--- src/rtl/core/sitbd_pkg.sv ---
// ----------------------------------------------------------------------------
// sitbd_pkg
// types and constants shared by the integer-to-digits core
// ----------------------------------------------------------------------------
package sitbd_pkg;

    localparam int SYM_W      = 8;
    localparam int DIGIT_W    = 4;
    localparam int BASE_W     = 5;
    localparam int CFG_IDX_W  = 2;
    localparam int CFG_DATA_W = 64;
    localparam int CHUNK_W    = 8;

    localparam logic [SYM_W-1:0]  MINUS_SIGN     = 8'h2D;
    localparam logic [BASE_W-1:0] BASE_RESET     = 5'd10;
    localparam logic [63:0]       DIGITS_LO_RESET = 64'd3978425819141910832;
    localparam logic [63:0]       DIGITS_HI_RESET = 64'd14648;

    localparam logic [CFG_IDX_W-1:0] REG_BASE_LEN   = 2'd0;
    localparam logic [CFG_IDX_W-1:0] REG_DIGITS_0_7 = 2'd1;
    localparam logic [CFG_IDX_W-1:0] REG_DIGITS_8_15 = 2'd2;

    typedef enum logic [1:0] {
        ST_IDLE,
        ST_DIVIDE,
        ST_SIGN,
        ST_EMIT
    } state_t;

    typedef struct packed {
        logic               digit_valid;
        logic               done;
        logic [DIGIT_W-1:0] digit;
    } div_status_t;

    function automatic logic [SYM_W-1:0] symbol_of(
        input logic [63:0]        lo,
        input logic [63:0]        hi,
        input logic [DIGIT_W-1:0] d
    );
        logic [SYM_W-1:0] s;
        if (d[3])
        begin
            s = hi[8*d[2:0] +: 8];
        end
        else
        begin
            s = lo[8*d[2:0] +: 8];
        end
        return s;
    endfunction

endpackage

--- src/rtl/core/sitbd_store.sv ---
// ----------------------------------------------------------------------------
// sitbd_store
// digit memory, one write port and one registered read port
// ----------------------------------------------------------------------------
module sitbd_store
    import sitbd_pkg::*;
#(
    parameter int DEPTH = 32,
    parameter int AW    = 5
)
(
    input  logic               clk,
    input  logic               wr_en,
    input  logic [AW-1:0]      wr_addr,
    input  logic [DIGIT_W-1:0] wr_data,
    input  logic               rd_en,
    input  logic [AW-1:0]      rd_addr,
    output logic [DIGIT_W-1:0] rd_data
);

    logic [DIGIT_W-1:0] mem [DEPTH];
    logic [DIGIT_W-1:0] rd_data_reg;

    always_ff @(posedge clk)
    begin
        if (wr_en)
        begin
            mem[wr_addr] <= wr_data;
        end
    end

    always_ff @(posedge clk)
    begin
        if (rd_en)
        begin
            rd_data_reg <= mem[rd_addr];
        end
    end

    assign rd_data = rd_data_reg;

endmodule

--- src/rtl/core/sitbd_div.sv ---
// ----------------------------------------------------------------------------
// sitbd_div
// repeated division by the base, one byte of the dividend per cycle
// ----------------------------------------------------------------------------
module sitbd_div
    import sitbd_pkg::*;
#(
    parameter int VALUE_BITS = 32
)
(
    input  logic                  clk,
    input  logic                  rst_n,
    input  logic                  start,
    input  logic [VALUE_BITS-1:0] magnitude,
    input  logic [BASE_W-1:0]     base,
    output div_status_t           status
);

    localparam int CHUNKS = (VALUE_BITS + CHUNK_W - 1) / CHUNK_W;
    localparam int MAG_W  = CHUNKS * CHUNK_W;
    localparam int CNT_W  = (CHUNKS > 1) ? $clog2(CHUNKS) : 1;

    logic [MAG_W-1:0]  q_reg, q_next;
    logic [BASE_W-1:0] rem_reg, rem_next;
    logic [CNT_W-1:0]  cnt_reg, cnt_next;
    logic              busy_reg, busy_next;

    logic [BASE_W-1:0]  r;
    logic [BASE_W:0]    t;
    logic [CHUNK_W-1:0] qb;
    logic [CHUNK_W-1:0] byte_in;
    logic [MAG_W-1:0]   q_shift;
    logic               last_chunk;

    // restoring long division of one byte
    always_comb
    begin
        byte_in = q_reg[MAG_W-1 -: CHUNK_W];
        r       = rem_reg;
        qb      = '0;
        t       = '0;
        for (int i = CHUNK_W - 1; i >= 0; i--)
        begin
            t = {r, byte_in[i]};
            if (t >= {1'b0, base})
            begin
                t     = t - {1'b0, base};
                qb[i] = 1'b1;
            end
            r = t[BASE_W-1:0];
        end
    end

    assign q_shift    = (q_reg << CHUNK_W) | MAG_W'(qb);
    assign last_chunk = (cnt_reg == CNT_W'(CHUNKS - 1));

    always_comb
    begin
        q_next             = q_reg;
        rem_next           = rem_reg;
        cnt_next           = cnt_reg;
        busy_next          = busy_reg;
        status.digit_valid = 1'b0;
        status.done        = 1'b0;
        status.digit       = r[DIGIT_W-1:0];
        if (start)
        begin
            q_next    = MAG_W'(magnitude);
            rem_next  = '0;
            cnt_next  = '0;
            busy_next = 1'b1;
        end
        else if (busy_reg)
        begin
            q_next = q_shift;
            if (last_chunk)
            begin
                status.digit_valid = 1'b1;
                status.done        = (q_shift == '0);
                rem_next           = '0;
                cnt_next           = '0;
                busy_next          = (q_shift != '0);
            end
            else
            begin
                rem_next = r;
                cnt_next = cnt_reg + CNT_W'(1);
            end
        end
    end

    always_ff @(posedge clk or negedge rst_n)
    begin
        if (!rst_n)
        begin
            busy_reg <= 1'b0;
            cnt_reg  <= '0;
            rem_reg  <= '0;
        end
        else
        begin
            busy_reg <= busy_next;
            cnt_reg  <= cnt_next;
            rem_reg  <= rem_next;
        end
    end

    always_ff @(posedge clk)
    begin
        q_reg <= q_next;
    end

endmodule

--- src/rtl/core/signed_integer_to_base_digits_core.sv ---
// ----------------------------------------------------------------------------
// signed_integer_to_base_digits_core
// signed integer to text in a configurable radix
// ----------------------------------------------------------------------------
// one beat on s_axis carries a signed integer; the text leaves on m_axis as
// one character per beat: '-' for a negative value, then the digits, most
// significant first, with tlast on the final character. the radix and the
// sixteen digit symbols come from the cfg port; they are to be written only
// while the core idles, a rule for the user that the core does not enforce.
// the digits land in the digit memory and are read back one per cycle while
// m_axis does not stall; the memory has a registered read port, and the text
// streams at one character per cycle. s_axis_tready is high only between
// values, and the next value is taken while the last character still sits in
// the output register. a stall on m_axis holds the output register and the
// read-back pauses behind it. reset restores the default radix ten and the
// digit table "0123456789", and empties the output.
// ----------------------------------------------------------------------------
module signed_integer_to_base_digits_core
    import sitbd_pkg::*;
#(
    parameter int MAX_BASE   = 16,
    parameter int VALUE_BITS = 32
)
(
    input  logic                                clk,
    input  logic                                rst_n,
    input  logic                                s_axis_tvalid,
    output logic                                s_axis_tready,
    input  logic [((VALUE_BITS+7)/8)*8-1:0]     s_axis_tdata,   // value
    output logic                                m_axis_tvalid,
    input  logic                                m_axis_tready,
    output logic [SYM_W-1:0]                    m_axis_tdata,   // symbol
    output logic                                m_axis_tlast,
    input  logic                                cfg_we,
    input  logic [CFG_IDX_W-1:0]                cfg_index,
    input  logic [CFG_DATA_W-1:0]               cfg_data
);

    localparam int DEPTH = VALUE_BITS;
    localparam int AW    = $clog2(DEPTH);
    localparam int CW    = $clog2(DEPTH + 1);

    // configuration
    logic [BASE_W-1:0] base_len_reg;
    logic [63:0]       digits_lo_reg;
    logic [63:0]       digits_hi_reg;
    logic [BASE_W-1:0] base;

    always_ff @(posedge clk or negedge rst_n)
    begin
        if (!rst_n)
        begin
            base_len_reg  <= BASE_RESET;
            digits_lo_reg <= DIGITS_LO_RESET;
            digits_hi_reg <= DIGITS_HI_RESET;
        end
        else if (cfg_we)
        begin
            case (cfg_index)
                REG_BASE_LEN:    base_len_reg  <= cfg_data[BASE_W-1:0];
                REG_DIGITS_0_7:  digits_lo_reg <= cfg_data;
                REG_DIGITS_8_15: digits_hi_reg <= cfg_data;
                default:         ;
            endcase
        end
    end

    always_comb
    begin
        if (base_len_reg < BASE_W'(2))
        begin
            base = BASE_W'(2);
        end
        else if (int'(base_len_reg) > MAX_BASE)
        begin
            base = BASE_W'(MAX_BASE);
        end
        else
        begin
            base = base_len_reg;
        end
    end

    // input and sign
    logic [VALUE_BITS-1:0] value;
    logic [VALUE_BITS-1:0] magnitude;
    logic                  in_fire;

    assign value     = s_axis_tdata[VALUE_BITS-1:0];
    assign magnitude = value[VALUE_BITS-1] ? (~value + VALUE_BITS'(1)) : value;
    assign in_fire   = s_axis_tvalid && s_axis_tready;

    // divider
    div_status_t div_status;

    sitbd_div #(
        .VALUE_BITS (VALUE_BITS)
    ) u_div (
        .clk       (clk),
        .rst_n     (rst_n),
        .start     (in_fire),
        .magnitude (magnitude),
        .base      (base),
        .status    (div_status)
    );

    // control state
    state_t           state_reg, state_next;
    logic             neg_reg, neg_next;
    logic [CW-1:0]    dcnt_reg, dcnt_next;
    logic [CW-1:0]    rcnt_reg, rcnt_next;
    logic             pend_reg, pend_next;
    logic             pend_last_reg, pend_last_next;
    logic             out_valid_reg, out_valid_next;
    logic             out_last_reg, out_last_next;
    logic [SYM_W-1:0] out_sym_reg, out_sym_next;

    logic               rd_en;
    logic [AW-1:0]      rd_addr;
    logic [DIGIT_W-1:0] rd_data;
    logic               out_free;
    logic               move;

    sitbd_store #(
        .DEPTH (DEPTH),
        .AW    (AW)
    ) u_store (
        .clk     (clk),
        .wr_en   (div_status.digit_valid),
        .wr_addr (dcnt_reg[AW-1:0]),
        .wr_data (div_status.digit),
        .rd_en   (rd_en),
        .rd_addr (rd_addr),
        .rd_data (rd_data)
    );

    assign out_free = !out_valid_reg || m_axis_tready;
    assign move     = pend_reg && out_free;
    assign rd_addr  = AW'(rcnt_reg - CW'(1));

    always_comb
    begin
        state_next     = state_reg;
        neg_next       = neg_reg;
        dcnt_next      = dcnt_reg;
        rcnt_next      = rcnt_reg;
        pend_next      = pend_reg;
        pend_last_next = pend_last_reg;
        out_valid_next = out_valid_reg;
        out_last_next  = out_last_reg;
        out_sym_next   = out_sym_reg;
        rd_en          = 1'b0;
        s_axis_tready  = (state_reg == ST_IDLE);

        if (m_axis_tready)
        begin
            out_valid_next = 1'b0;
        end
        if (move)
        begin
            out_valid_next = 1'b1;
            out_sym_next   = symbol_of(digits_lo_reg, digits_hi_reg, rd_data);
            out_last_next  = pend_last_reg;
            pend_next      = 1'b0;
        end

        case (state_reg)
            ST_IDLE:
            begin
                if (in_fire)
                begin
                    neg_next   = value[VALUE_BITS-1];
                    dcnt_next  = '0;
                    state_next = ST_DIVIDE;
                end
            end
            ST_DIVIDE:
            begin
                if (div_status.digit_valid)
                begin
                    dcnt_next = dcnt_reg + CW'(1);
                end
                if (div_status.done)
                begin
                    rcnt_next  = dcnt_reg + CW'(1);
                    state_next = neg_reg ? ST_SIGN : ST_EMIT;
                end
            end
            ST_SIGN:
            begin
                if (out_free)
                begin
                    out_valid_next = 1'b1;
                    out_sym_next   = MINUS_SIGN;
                    out_last_next  = 1'b0;
                    state_next     = ST_EMIT;
                end
            end
            ST_EMIT:
            begin
                if ((rcnt_reg != '0) && (!pend_reg || move))
                begin
                    rd_en          = 1'b1;
                    rcnt_next      = rcnt_reg - CW'(1);
                    pend_next      = 1'b1;
                    pend_last_next = (rcnt_reg == CW'(1));
                end
                if (move && pend_last_reg)
                begin
                    state_next = ST_IDLE;
                end
            end
            default:
            begin
                state_next = ST_IDLE;
            end
        endcase
    end

    always_ff @(posedge clk or negedge rst_n)
    begin
        if (!rst_n)
        begin
            state_reg     <= ST_IDLE;
            neg_reg       <= 1'b0;
            dcnt_reg      <= '0;
            rcnt_reg      <= '0;
            pend_reg      <= 1'b0;
            pend_last_reg <= 1'b0;
            out_valid_reg <= 1'b0;
        end
        else
        begin
            state_reg     <= state_next;
            neg_reg       <= neg_next;
            dcnt_reg      <= dcnt_next;
            rcnt_reg      <= rcnt_next;
            pend_reg      <= pend_next;
            pend_last_reg <= pend_last_next;
            out_valid_reg <= out_valid_next;
        end
    end

    always_ff @(posedge clk)
    begin
        out_sym_reg  <= out_sym_next;
        out_last_reg <= out_last_next;
    end

    assign m_axis_tvalid = out_valid_reg;
    assign m_axis_tdata  = out_sym_reg;
    assign m_axis_tlast  = out_last_reg;

endmodule
--- config.mk ---
export PLATFORM = sky130hd
export DESIGN_NAME = signed_integer_to_base_digits_core
export DESIGN_NICKNAME = d
export VERILOG_FILES = /design/src/rtl/core/sitbd_pkg.sv /design/src/rtl/core/sitbd_store.sv /design/src/rtl/core/sitbd_div.sv /design/src/rtl/core/signed_integer_to_base_digits_core.sv
export SDC_FILE = /design/constraint.sdc
export NUM_CORES = 1
export LEC_CHECK = 0
export BUFFER_PORTS_ARGS = -buffer_cell sky130_fd_sc_hd__buf_2
export CAP_MARGIN = 10
export CORE_AREA = 5 5 202 204
export DETAILED_ROUTE_END_ITERATION = 6
export DIE_AREA = 0 0 207 209
export HOLD_SLACK_MARGIN = 0.03
export PLACE_DENSITY_LB_ADDON = 0.15
export SETUP_SLACK_MARGIN = 0.1
export SLEW_MARGIN = 15
export SYNTH_ARGS = -nofsm -noshare
export SYNTH_HDL_FRONTEND = slang
export SYNTH_SLANG_ARGS = --single-unit
--- constraint.sdc ---
create_clock -name clk -period 25.6 [get_ports clk]
set_input_delay 3.84 -clock clk [delete_from_list [all_inputs] [get_ports clk]]
set_output_delay 3.84 -clock clk [all_outputs]
set_load 0.005 [all_outputs]
==> Word-level counts from Yosys, hierarchy flattened <==
Memory sizes are Yosys's and may differ from the RTL's. A register that Yosys moved wholly into a read port is not among the register bits.
Index checks and enable logic that the tools add are counted.
{ "totals": {"out_inout_bits": 11, "elab_cells": 143, "register_bits": 200, "mem_bits_rw": 128, "latchBits": 0, "romBits": 0, "mem_count": 1} }
{ "memory_table": {"columns": ["memory", "depth", "width", "read_ports", "rd_ports_with_merged_regs", "wr", "line", "rtl"], "rows": [
  ["u_store.mem", 32, 4, 1, 1, 1, "sitbd_store.sv:21", "logic [DIGIT_W-1:0] mem [DEPTH];"]
]} }
{ "classes": {"n_bitwise": 2, "eq_ne": 13, "addsub": 12, "div_mod_pow": 0, "shift": 2, "n_lt_le_gt_ge": 10, "mux": 63, "n_mul": 0, "reduce_logical": 24} }
{ "op_table": {"columns": ["cell", "n"], "rows": [
  ["$shiftx 64x7->8", 2],
  ["$mux 32", 3],
  ["$mux 5", 13],
  ["$ge 6x5->1", 8],
  ["$sub 5x5->5", 8],
  ["$add 32x1->32 const B", 1],
  ["$logic_not 32->1", 1],
  ["$mux 8", 4],
  ["$not 32->32", 1],
  ["$or 32x8->32", 1],
  ["$reduce_bool 32->1", 1],
  ["$mux 1", 26],
  ["$mux 6", 4],
  ["$pmux 6 s2", 2],
  ["$mux 2", 10],
  ["$ne 2x2->1 const B", 5],
  ["$reduce_and 2->1", 5],
  ["$eq 2x2->1 const B", 4],
  ["$pmux 2 s4", 1],
  ["$add 6x1->6 const B", 1],
  ["$eq 6x1->1 const B", 1],
  ["$reduce_and 3->1", 2],
  ["$reduce_bool 2->1", 3],
  ["$reduce_bool 6->1", 1],
  ["other kinds (11)", 18]
]} }

==> Longest topological paths before layout <==
Gate-level depths: netlist of the first run.
{ "logic_depth": {"word_depth": 26, "depth_mapped": 71, "ltp_nobuf": 70} }

==> Modules after synthesis <==
A second synthesis of the first run with hierarchy kept.
{ "unflattened": {"cells_unflattened": 1246, "hier_area_um2": 17219.0} }
{ "by_module_without_submodules": {"columns": ["module", "area_each_um2", "cells_each", "n_inst"], "rows": [
  ["signed_integer_to_base_digits_core", 8176.6, 648, 1],
  ["sitbd_store", 5178.7, 231, 1],
  ["sitbd_div", 3863.7, 367, 1]
]} }

==> Worst setup path before layout of the first run <==
No wires, ideal clock.
{ "synth_path": {"kind": "register -> register", "startpoint": "register base_len_reg[3]", "endpoint": "memory u_store.mem[0][0] (data pin)", "path_slack_ps": 9820, "path_stages_with_launch": 64, "arrival_time_ps": 15388, "n_path_buf": 1, "required_ps": 25208, "cell_sequence": "dfstp_2 nor2_1 o21ai_0 ha_1 a21oi_1 o21a_1 nand2_1 o21ai_0 inv_1 ha_1 and4_1 o21a_1 a2111oi_4 buf_6 mux2_2 ha_1 nor2_1 a21oi_1 (+28 left out) o21ai_0 nand2b_1 a41o_1 a21oi_1 o41ai_2 a211oi_4 mux2_2 inv_1 ha_1 nand2_1 nand2_1 a21oi_1 nor2b_1 o21ai_0 or2b_2 a21oi_1 mux2i_4 mux2i_1"} }
{ "synth_lines": {"columns": ["item", "line", "rtl"], "rows": [
  ["start, declared", "signed_integer_to_base_digits_core.sv:44", "logic [BASE_W-1:0] base_len_reg;"],
  ["start signal, assigned", "signed_integer_to_base_digits_core.sv:60", "REG_BASE_LEN: base_len_reg <= cfg_data[BASE_W-1:0];"],
  ["end, declared", "sitbd_store.sv:21", null]
]} }

==> Final worst setup path of the first run <==
{ "layout_path": {"startpoint": "register base_len_reg[4]", "endpoint": "register rcnt_reg[4]"} }
{ "layout_via": {"elab_chain_cells": 26, "elab_cells_between_ends": 41, "cone_classes": "7 x add/sub; 10 x order compare; 1 x eq/ne; 20 x mux; 1 x bitwise; 2 x reduce/logical"} }
{ "layout_rtl": {"columns": ["item", "line", "rtl"], "rows": [
  ["$gt 5x5->1", "signed_integer_to_base_digits_core.sv:74", "else if (int'(base_len_reg) > MAX_BASE)"],
  ["$mux 5", "signed_integer_to_base_digits_core.sv:74", null],
  ["$mux 5 *", "signed_integer_to_base_digits_core.sv:70", "if (base_len_reg < BASE_W'(2))"],
  ["$sub 5x5->5 / $ge 6x5->1 (equally long branches)", "sitbd_div.sv:47, sitbd_div.sv:45", null],
  ["$mux 5", "sitbd_div.sv:45", "if (t >= {1'b0, base})"],
  ["$sub 5x5->5 / $ge 6x5->1 (equally long branches)", "sitbd_div.sv:47, sitbd_div.sv:45", null],
  ["$mux 5", "sitbd_div.sv:45", null],
  ["$sub 5x5->5 / $ge 6x5->1 (equally long branches)", "sitbd_div.sv:47, sitbd_div.sv:45", null],
  ["(+10 left out)", null, null],
  ["$mux 1", "sitbd_div.sv:45", null],
  ["$or 32x8->32 *", "sitbd_div.sv:54", "assign q_shift = (q_reg << CHUNK_W) | MAG_W'(qb);"],
  ["$logic_not 32->1 *", "sitbd_div.sv:79", "status.done = (q_shift == '0);"],
  ["$mux 2 *", "sitbd_div.sv:76", "if (last_chunk)"],
  ["$mux 2 *", "sitbd_div.sv:73", "else if (busy_reg)"],
  ["$mux 2 *", "sitbd_div.sv:66", "if (start)"],
  ["$ne 2x2->1 (no line) *", null, null],
  ["$reduce_and 3->1 (no line) *", null, null],
  ["end signal, assigned", "signed_integer_to_base_digits_core.sv:237", "rcnt_reg <= rcnt_next;"],
  ["end, declared", "signed_integer_to_base_digits_core.sv:111", "logic [CW-1:0] rcnt_reg, rcnt_next;"]
]} }
Mark *: on every way between the ends. The rest lies on a longest branch, timed or not.
A chain may end at the register's enable or synchronous reset.

==> results.json, run 1 <==
{
  "place.detailed.hpwl_mm": 26.67,
  "critical_path_peak_fanout": 16,
  "layout.nets": 1532,
  "met3_usage_pct": 2.642,
  "met1_usage_pct": 26.44,
  "worst_slew_pin_slew_ns": 1.042,
  "wirelength_mm": 39.02,
  "routed_wire_length_per_instance_um": 20.32,
  "postCtsSetupRepairBufs": 0,
  "setup_total_negative_slack_ns": 0,
  "end_kind": "register",
  "grt_first_pass_wirelength_mm": 62.84,
  "first_global_vias": 10940,
  "syn-instance-count": 1256,
  "htree_num_levels": 2,
  "synth.lib_cells_used.distinct": 77,
  "antenna_found_initial": 0,
  "floorplan.initialDensity_pct": 43.81,
  "synth-edff-count": 164,
  "drt_iter0_drc": 629,
  "route.detailed.vias_per_inst": 5.491,
  "fmaxAchievable_ghz": 0.05759,
  "clock_tree.buffer_depth": 3,
  "area_grow_syn2layout_pct": 13.31,
  "pin_count": 114,
  "post_cts_resize_count": 0,
  "synth.ff_latch_count": 332,
  "post_synth_instance_area_um2": 17130,
  "numPortBuffers": 113,
  "core_um2": 39090,
  "firstDrtPassIters": 7,
  "worst_clock_skew_ns": 0.02348,
  "final.min_clock_period_ns": 17.36,
  "worstPathRequired_ns": 26.01,
  "drc_errors": 0,
  "numClockSinks": 332,
  "layout_cells_sized_above_1_pct": 34.60,
  "max_cap_violations": 0,
  "gp_congestion": 0.8632,
  "cts_hold_buffers": 0,
  "synth_area_per_cell_um2": 13.63,
  "fp.dieW_um": 207,
  "final-hold-violation-count": 0,
  "critical_path.top_delay_family": "compound AO/OA/AOI/OAI gates",
  "kind_of_start_point_of_the_critical_path": "register",
  "dieArea_um2": 43260,
  "worst_slew_margin_rel_pct": 30.41,
  "grt-busiest-layer": "met2",
  "finalSetupViolations": 0,
  "largest_register_ffs": 128,
  "global_route.usage.met2_pct": 28.65,
  "worstSetupPathType": "reg2reg",
  "grt_setup_unrepaired": "false",
  "hold_path_class": "reg2reg",
  "synth-warning-count": 0,
  "synthArstFlopShare_pct": 47.89,
  "fill_cells": 3462,
  "grt_util_overall_pct": 17.97,
  "die_h_um": 209,
  "grt_max_degree": 89,
  "cts_tree": "yes",
  "fp-row-count": 73,
  "worst_ep_arrival_time_ns": 17.78,
  "critical_path.slowest_cell": "sky130_fd_sc_hd__o31ai_1",
  "cts_made_buffers": 37,
  "route.vias.total": 10540,
  "synth_seq_area_share_pct": 53.31,
  "timing.critical_path.slowest_cell_delay_ns": 0.62,
  "worstPathBufferInverterCount": 7,
  "ys_dominant_reg_cell": "sky130_fd_sc_hd__edfxtp_1",
  "slew_violations": 0,
  "status": "completed",
  "clk-insertion-delay-late_ns": 0.53,
  "root_buffer": "sky130_fd_sc_hd__clkbuf_16",
  "detail-route-antenna-nets": 0,
  "synth.net_count": 1419,
  "period_share_pct": 67.83,
  "clkSlewWorstSetupHoldPaths_ns": 0.06,
  "global_route.overflow_total": 0
}
[cell usage after synthesis (4+ instances only)]
cell type	instances	area [um^2]
sky130_fd_sc_hd__edfxtp_1	164	4925
sky130_fd_sc_hd__mux2_2	153	1723
sky130_fd_sc_hd__dfrtp_1	122	3053
sky130_fd_sc_hd__nand2_1	97	364.1
sky130_fd_sc_hd__mux4_2	80	1802
sky130_fd_sc_hd__nor2_1	72	270.3
sky130_fd_sc_hd__o21ai_0	65	325.3
sky130_fd_sc_hd__ha_1	52	650.6
sky130_fd_sc_hd__inv_1	46	172.7
sky130_fd_sc_hd__clkbuf_1	43	161.4
sky130_fd_sc_hd__dfstp_2	37	972.2
sky130_fd_sc_hd__a21oi_1	33	165.2
sky130_fd_sc_hd__xor2_1	32	280.3
sky130_fd_sc_hd__xnor2_1	24	210.2
sky130_fd_sc_hd__mux2i_1	19	190.2
sky130_fd_sc_hd__nand3_1	19	95.09
sky130_fd_sc_hd__a21o_1	12	90.09
sky130_fd_sc_hd__nor2b_1	11	68.82
sky130_fd_sc_hd__or3_1	11	68.82
sky130_fd_sc_hd__o31ai_1	10	75.07
sky130_fd_sc_hd__dfxtp_1	9	180.2
sky130_fd_sc_hd__nand2b_1	9	56.30
sky130_fd_sc_hd__nor4_1	9	56.30
sky130_fd_sc_hd__fa_1	8	160.2
sky130_fd_sc_hd__buf_1	7	26.28
sky130_fd_sc_hd__nand3b_1	7	52.55
sky130_fd_sc_hd__nor3_1	7	35.03
sky130_fd_sc_hd__o41ai_1	7	61.31
sky130_fd_sc_hd__and2_1	6	37.54
sky130_fd_sc_hd__a22o_1	5	43.79
sky130_fd_sc_hd__a31oi_1	5	31.28
sky130_fd_sc_hd__a21o_2	4	35.03
sky130_fd_sc_hd__and3_1	4	25.02
sky130_fd_sc_hd__and4_1	4	35.03
sky130_fd_sc_hd__or2_2	4	25.02
sky130_fd_sc_hd__or4_1	4	30.03
[kinds of logic (layout without fill, tap and decap cells)]
logic type / Yosys count / after routing / synth area share (%)
other: 0 / 2 / 0
XOR/XNOR: 56 / 56 / 2.864
flip-flops: 332 / 332 / 53.31
AO/OA/AOI/OAI: 173 / 173 / 6.846
multiplexers: 256 / 256 / 22.08
AND/OR/NAND/NOR: 280 / 280 / 7.927
adder cells (fa/ha/maj): 60 / 60 / 4.734
buffers and inverters: 99 / 236 / 2.236
[layout make-up]
type	instances	area [um^2]	share of cell area, %
Timing Repair Buffer	126	669.4	3.450
Tap cell	525	656.9	3.385
Antenna cell	2	5.005	0.02579
Inverter	47	176.4	0.9091
Clock buffer	52	1033	5.326
Sequential cell	332	9131	47.06
Clock inverter	11	102.6	0.5287
Multi-Input combinational cell	825	7630	39.32
[per-layer routing]
layer / up-vias / part of all wire [%]
met5: - / 0
met4: 0 / 1.9
met3: 47 / 4.5
met2: 263 / 47
met1: 5291 / 47
li1: 4941 / -
[layout by cell type, fill, tap and decap left out, types with 12 or more instances in the layout]
master and instances:
sky130_fd_sc_hd__a21o_1 12, sky130_fd_sc_hd__a21oi_1 33, sky130_fd_sc_hd__buf_2 112, sky130_fd_sc_hd__buf_4 13
sky130_fd_sc_hd__clkbuf_16 38, sky130_fd_sc_hd__dfrtp_1 121, sky130_fd_sc_hd__dfstp_2 37, sky130_fd_sc_hd__edfxtp_1 164
sky130_fd_sc_hd__ha_1 51, sky130_fd_sc_hd__inv_1 46, sky130_fd_sc_hd__mux2_2 153, sky130_fd_sc_hd__mux2i_1 17
sky130_fd_sc_hd__mux4_2 80, sky130_fd_sc_hd__nand2_1 97, sky130_fd_sc_hd__nand3_1 19, sky130_fd_sc_hd__nor2_1 72
sky130_fd_sc_hd__o21ai_0 65, sky130_fd_sc_hd__xnor2_1 23, sky130_fd_sc_hd__xor2_1 32
[worst paths after layout]
check	from	to	slack, ns	cells after the start
max	base_len_reg[4]	rcnt_reg[4]	8.24	67
min	m_axis_tdata[4]	m_axis_tdata[4]	0.45	2
max reg2reg	base_len_reg[4]	rcnt_reg[4]	8.24	67
min reg2reg	m_axis_tdata[4]	m_axis_tdata[4]	0.45	2
max in group asynchronous	rst_n	rcnt_reg[0]	20.79	2
min in group asynchronous	rst_n	digits_lo_reg[59]	3.36	1
[metrics by stage]
stage	instances	util [%]	area (um^2)	worst slack [ns]	hold WS [ns]
after floorplan	1256	-	17130	9.820	0.4527
final	1920	49.64	19400	8.237	0.4548
after global placement	1855	46.72	18260	8.664	0.4421
after global routing	1918	49.63	19400	6.885	0.4728
after CTS	1918	49.63	19400	8.186	0.4568
after detailed placement	1855	46.72	18260	8.261	0.4493
[tightest hold or removal path: cells and delay by family, from the launching register on]
family	cells	cell delay, ns
AOI/OAI and AO/OA	1	0.05
DFF	1	0.30
and+or+nand+nor	1	0.05
Power of run 1 is not shown: default switching activity piles up to over one toggle a cycle in this logic, so the estimate is an artifact.
==> run 2: changes to the inputs <==
Clock period 25.6 ns to 16.25 ns, I/O delays scaled along.
==> run 2 against run 1 <==
Global-route usage up 0.10 points. Utilization up 0.38 points. Sequential share of layout area down 0.36 points. Non-clock buffer count up 12. Die area unchanged. Critical path type unchanged. Critical path depth up 2. Register-to-register slack worse by 7.2 ns. Cell count up 0.68%. Count of clock-buffer cells in the layout down 7. Maximum frequency up 14%. Wire length up 0.19%.
==> results.json, run 2 (synthesis results as in run 1) <==
{
  "worst_slew_margin_rel_pct": 24.38,
  "global_route.overflow_total": 0,
  "htree_num_levels": 2,
  "kind_of_start_point_of_the_critical_path": "register",
  "grt_first_pass_wirelength_mm": 62.85,
  "status": "completed",
  "hold_path_class": "reg2reg",
  "reg2reg_depth": 69,
  "grt_max_degree": 86,
  "cts_made_buffers": 37,
  "drc_errors": 0,
  "path_common_cell": "sky130_fd_sc_hd__ha_1",
  "worstSetupPathType": "reg2reg",
  "layout.nets": 1544,
  "r2r_end": "rcnt_reg[0]",
  "fp.dieW_um": 207,
  "worst_ep_arrival_time_ns": 15.63,
  "numPortBuffers": 113,
  "hold_path_startpoint": "m_axis_tdata[4]",
  "pin_count": 114,
  "final_cell_mix": "sky130_fd_sc_hd__edfxtp_1 (164), sky130_fd_sc_hd__mux2_2 (153), sky130_fd_sc_hd__dfrtp_1 (121)",
  "floorplan.initialDensity_pct": 43.81,
  "final_common_cell": "sky130_fd_sc_hd__edfxtp_1",
  "setup_total_negative_slack_ns": 0,
  "dieArea_um2": 43260,
  "core_um2": 39090,
  "grt-busiest-layer": "met2",
  "area_grow_syn2layout_pct": 14.18,
  "worst_slew_pin_slew_ns": 1.126,
  "die_h_um": 209,
  "startpoint": "base_len_reg[3]",
  "final.min_clock_period_ns": 15.25,
  "fmaxAchievable_ghz": 0.06558,
  "final-hold-violation-count": 0,
  "numClockSinks": 332,
  "critical_path.slowest_cell": "sky130_fd_sc_hd__dfstp_2",
  "timing.critical_path.slowest_cell_delay_ns": 0.55,
  "period_share_pct": 93.84,
  "route.detailed.vias_per_inst": 5.489,
  "clk-insertion-delay-late_ns": 0.53,
  "met1_usage_pct": 25.91,
  "worst_clock_skew_ns": 0.02167,
  "r2r-start": "base_len_reg[3]",
  "gp_congestion": 0.8189,
  "place.detailed.hpwl_mm": 27.13,
  "routed_wire_length_per_instance_um": 20.22,
  "antenna_found_initial": 2,
  "holdPathStages": 2,
  "drt_iter0_drc": 598,
  "end_kind": "register",
  "detail-route-antenna-nets": 0,
  "grt_setup_unrepaired": "false",
  "max_cap_violations": 0,
  "root_buffer": "sky130_fd_sc_hd__clkbuf_16",
  "slew_violations": 0,
  "met3_usage_pct": 3.018,
  "critical_path_peak_fanout": 9,
  "wirelength_mm": 39.09,
  "clkSlewWorstSetupHoldPaths_ns": 0.06,
  "route.vias.total": 10610,
  "clock_tree.buffer_depth": 3,
  "fp-row-count": 73,
  "layout_cells_sized_above_1_pct": 36.11,
  "hold_path_end": "m_axis_tdata[4]",
  "cts_hold_buffers": 0,
  "cts_tree": "yes",
  "firstDrtPassIters": 5,
  "fill_cells": 3457,
  "first_global_vias": 10990,
  "largest_register_ffs": 128,
  "rrSetupSlack_ns": 1.00,
  "global_route.usage.met2_pct": 29.31,
  "grt_util_overall_pct": 18.07,
  "worstPathRequired_ns": 16.64,
  "finalSetupViolations": 0
}
-- run 2: changes by cell type in the layout (fill, tap and decap cells not counted), moves of 2 or more --
cell,change
sky130_fd_sc_hd__inv_6,+2
sky130_fd_sc_hd__buf_4,+11
sky130_fd_sc_hd__clkbuf_8,+2
sky130_fd_sc_hd__a21oi_2,+2
sky130_fd_sc_hd__nor2_1,-2
sky130_fd_sc_hd__clkinv_1,+3
sky130_fd_sc_hd__nor2_2,+2
sky130_fd_sc_hd__a21oi_1,-2
sky130_fd_sc_hd__clkbuf_1,-8
sky130_fd_sc_hd__clkinv_2,+3
sky130_fd_sc_hd__clkinvlp_4,+2
-- run 2: what timing repair did --
action | in CTS | in global routing
gates resized for setup | 0 | 11
buffers inserted | 0 | 2
setup endpoints to repair | 0 | 142
-- run 2: stage by stage --
stage | instance area [um^2] | instances | util (%) | setup slack, ns | hold WS [ns]
after CTS | 19490 | 1930 | 49.87 | 0.4430 | 0.4592
after global routing | 19550 | 1932 | 50.01 | 0.06912 | 0.4818
after detailed placement | 18330 | 1865 | 46.89 | 0.5062 | 0.4512
after global placement | 18330 | 1865 | 46.89 | 1.020 | 0.4465
final | 19550 | 1933 | 50.02 | 1.001 | 0.4587
after floorplan | 17130 | 1256 | - | 0.4696 | 0.4527
-- run 2: cell type report --
cell class | instances | area [um^2] | share of cell area (%)
sequential | 332 | 9131 | 46.70
multi-input combinational | 825 | 7657 | 39.16
clock buffer | 45 | 1006 | 5.145
timing repair buffer | 138 | 763.2 | 3.903
tap | 525 | 656.9 | 3.359
inverter | 47 | 180.2 | 0.9214
clock inverter | 20 | 156.4 | 0.7998
antenna | 1 | 2.502 | 0.01280
-- run 2: how the worst max path moves through the flow --
stage | endpoint | slack [ns] | cells after the start
detailed placement | u_store.mem[26][1] | 0.51 | 68
global route | rcnt_reg[0] | 0.07 | 70
global placement | u_store.mem[26][1] | 1.02 | 68
floorplan | u_store.mem[0][0] | 0.47 | 63
CTS | u_store.mem[3][1] | 0.44 | 68
finish | rcnt_reg[0] | 1.00 | 69
-- run 2: worst max-delay path, delay by kind of cell (launching register included) --
family                   cells  cell delay (ns)
adder cells (fa/ha/maj)      8             2.31
AO/OA/AOI/OAI               25             5.00
buffers and inverters        8             1.33
flip-flops                   1             0.55
AND/OR/NAND/NOR             18             3.20
multiplexers                10             2.70
-- run 2: routing by layer --
| layer | routed length (um) | vias up |
|---|---|---|
| met5 | 20 | - |
| met4 | 751 | 2 |
| met3 | 1798 | 51 |
| met2 | 18350 | 266 |
| met1 | 18170 | 5319 |
| li1 | - | 4972 |
Power of run 2 is left out for the same reason.
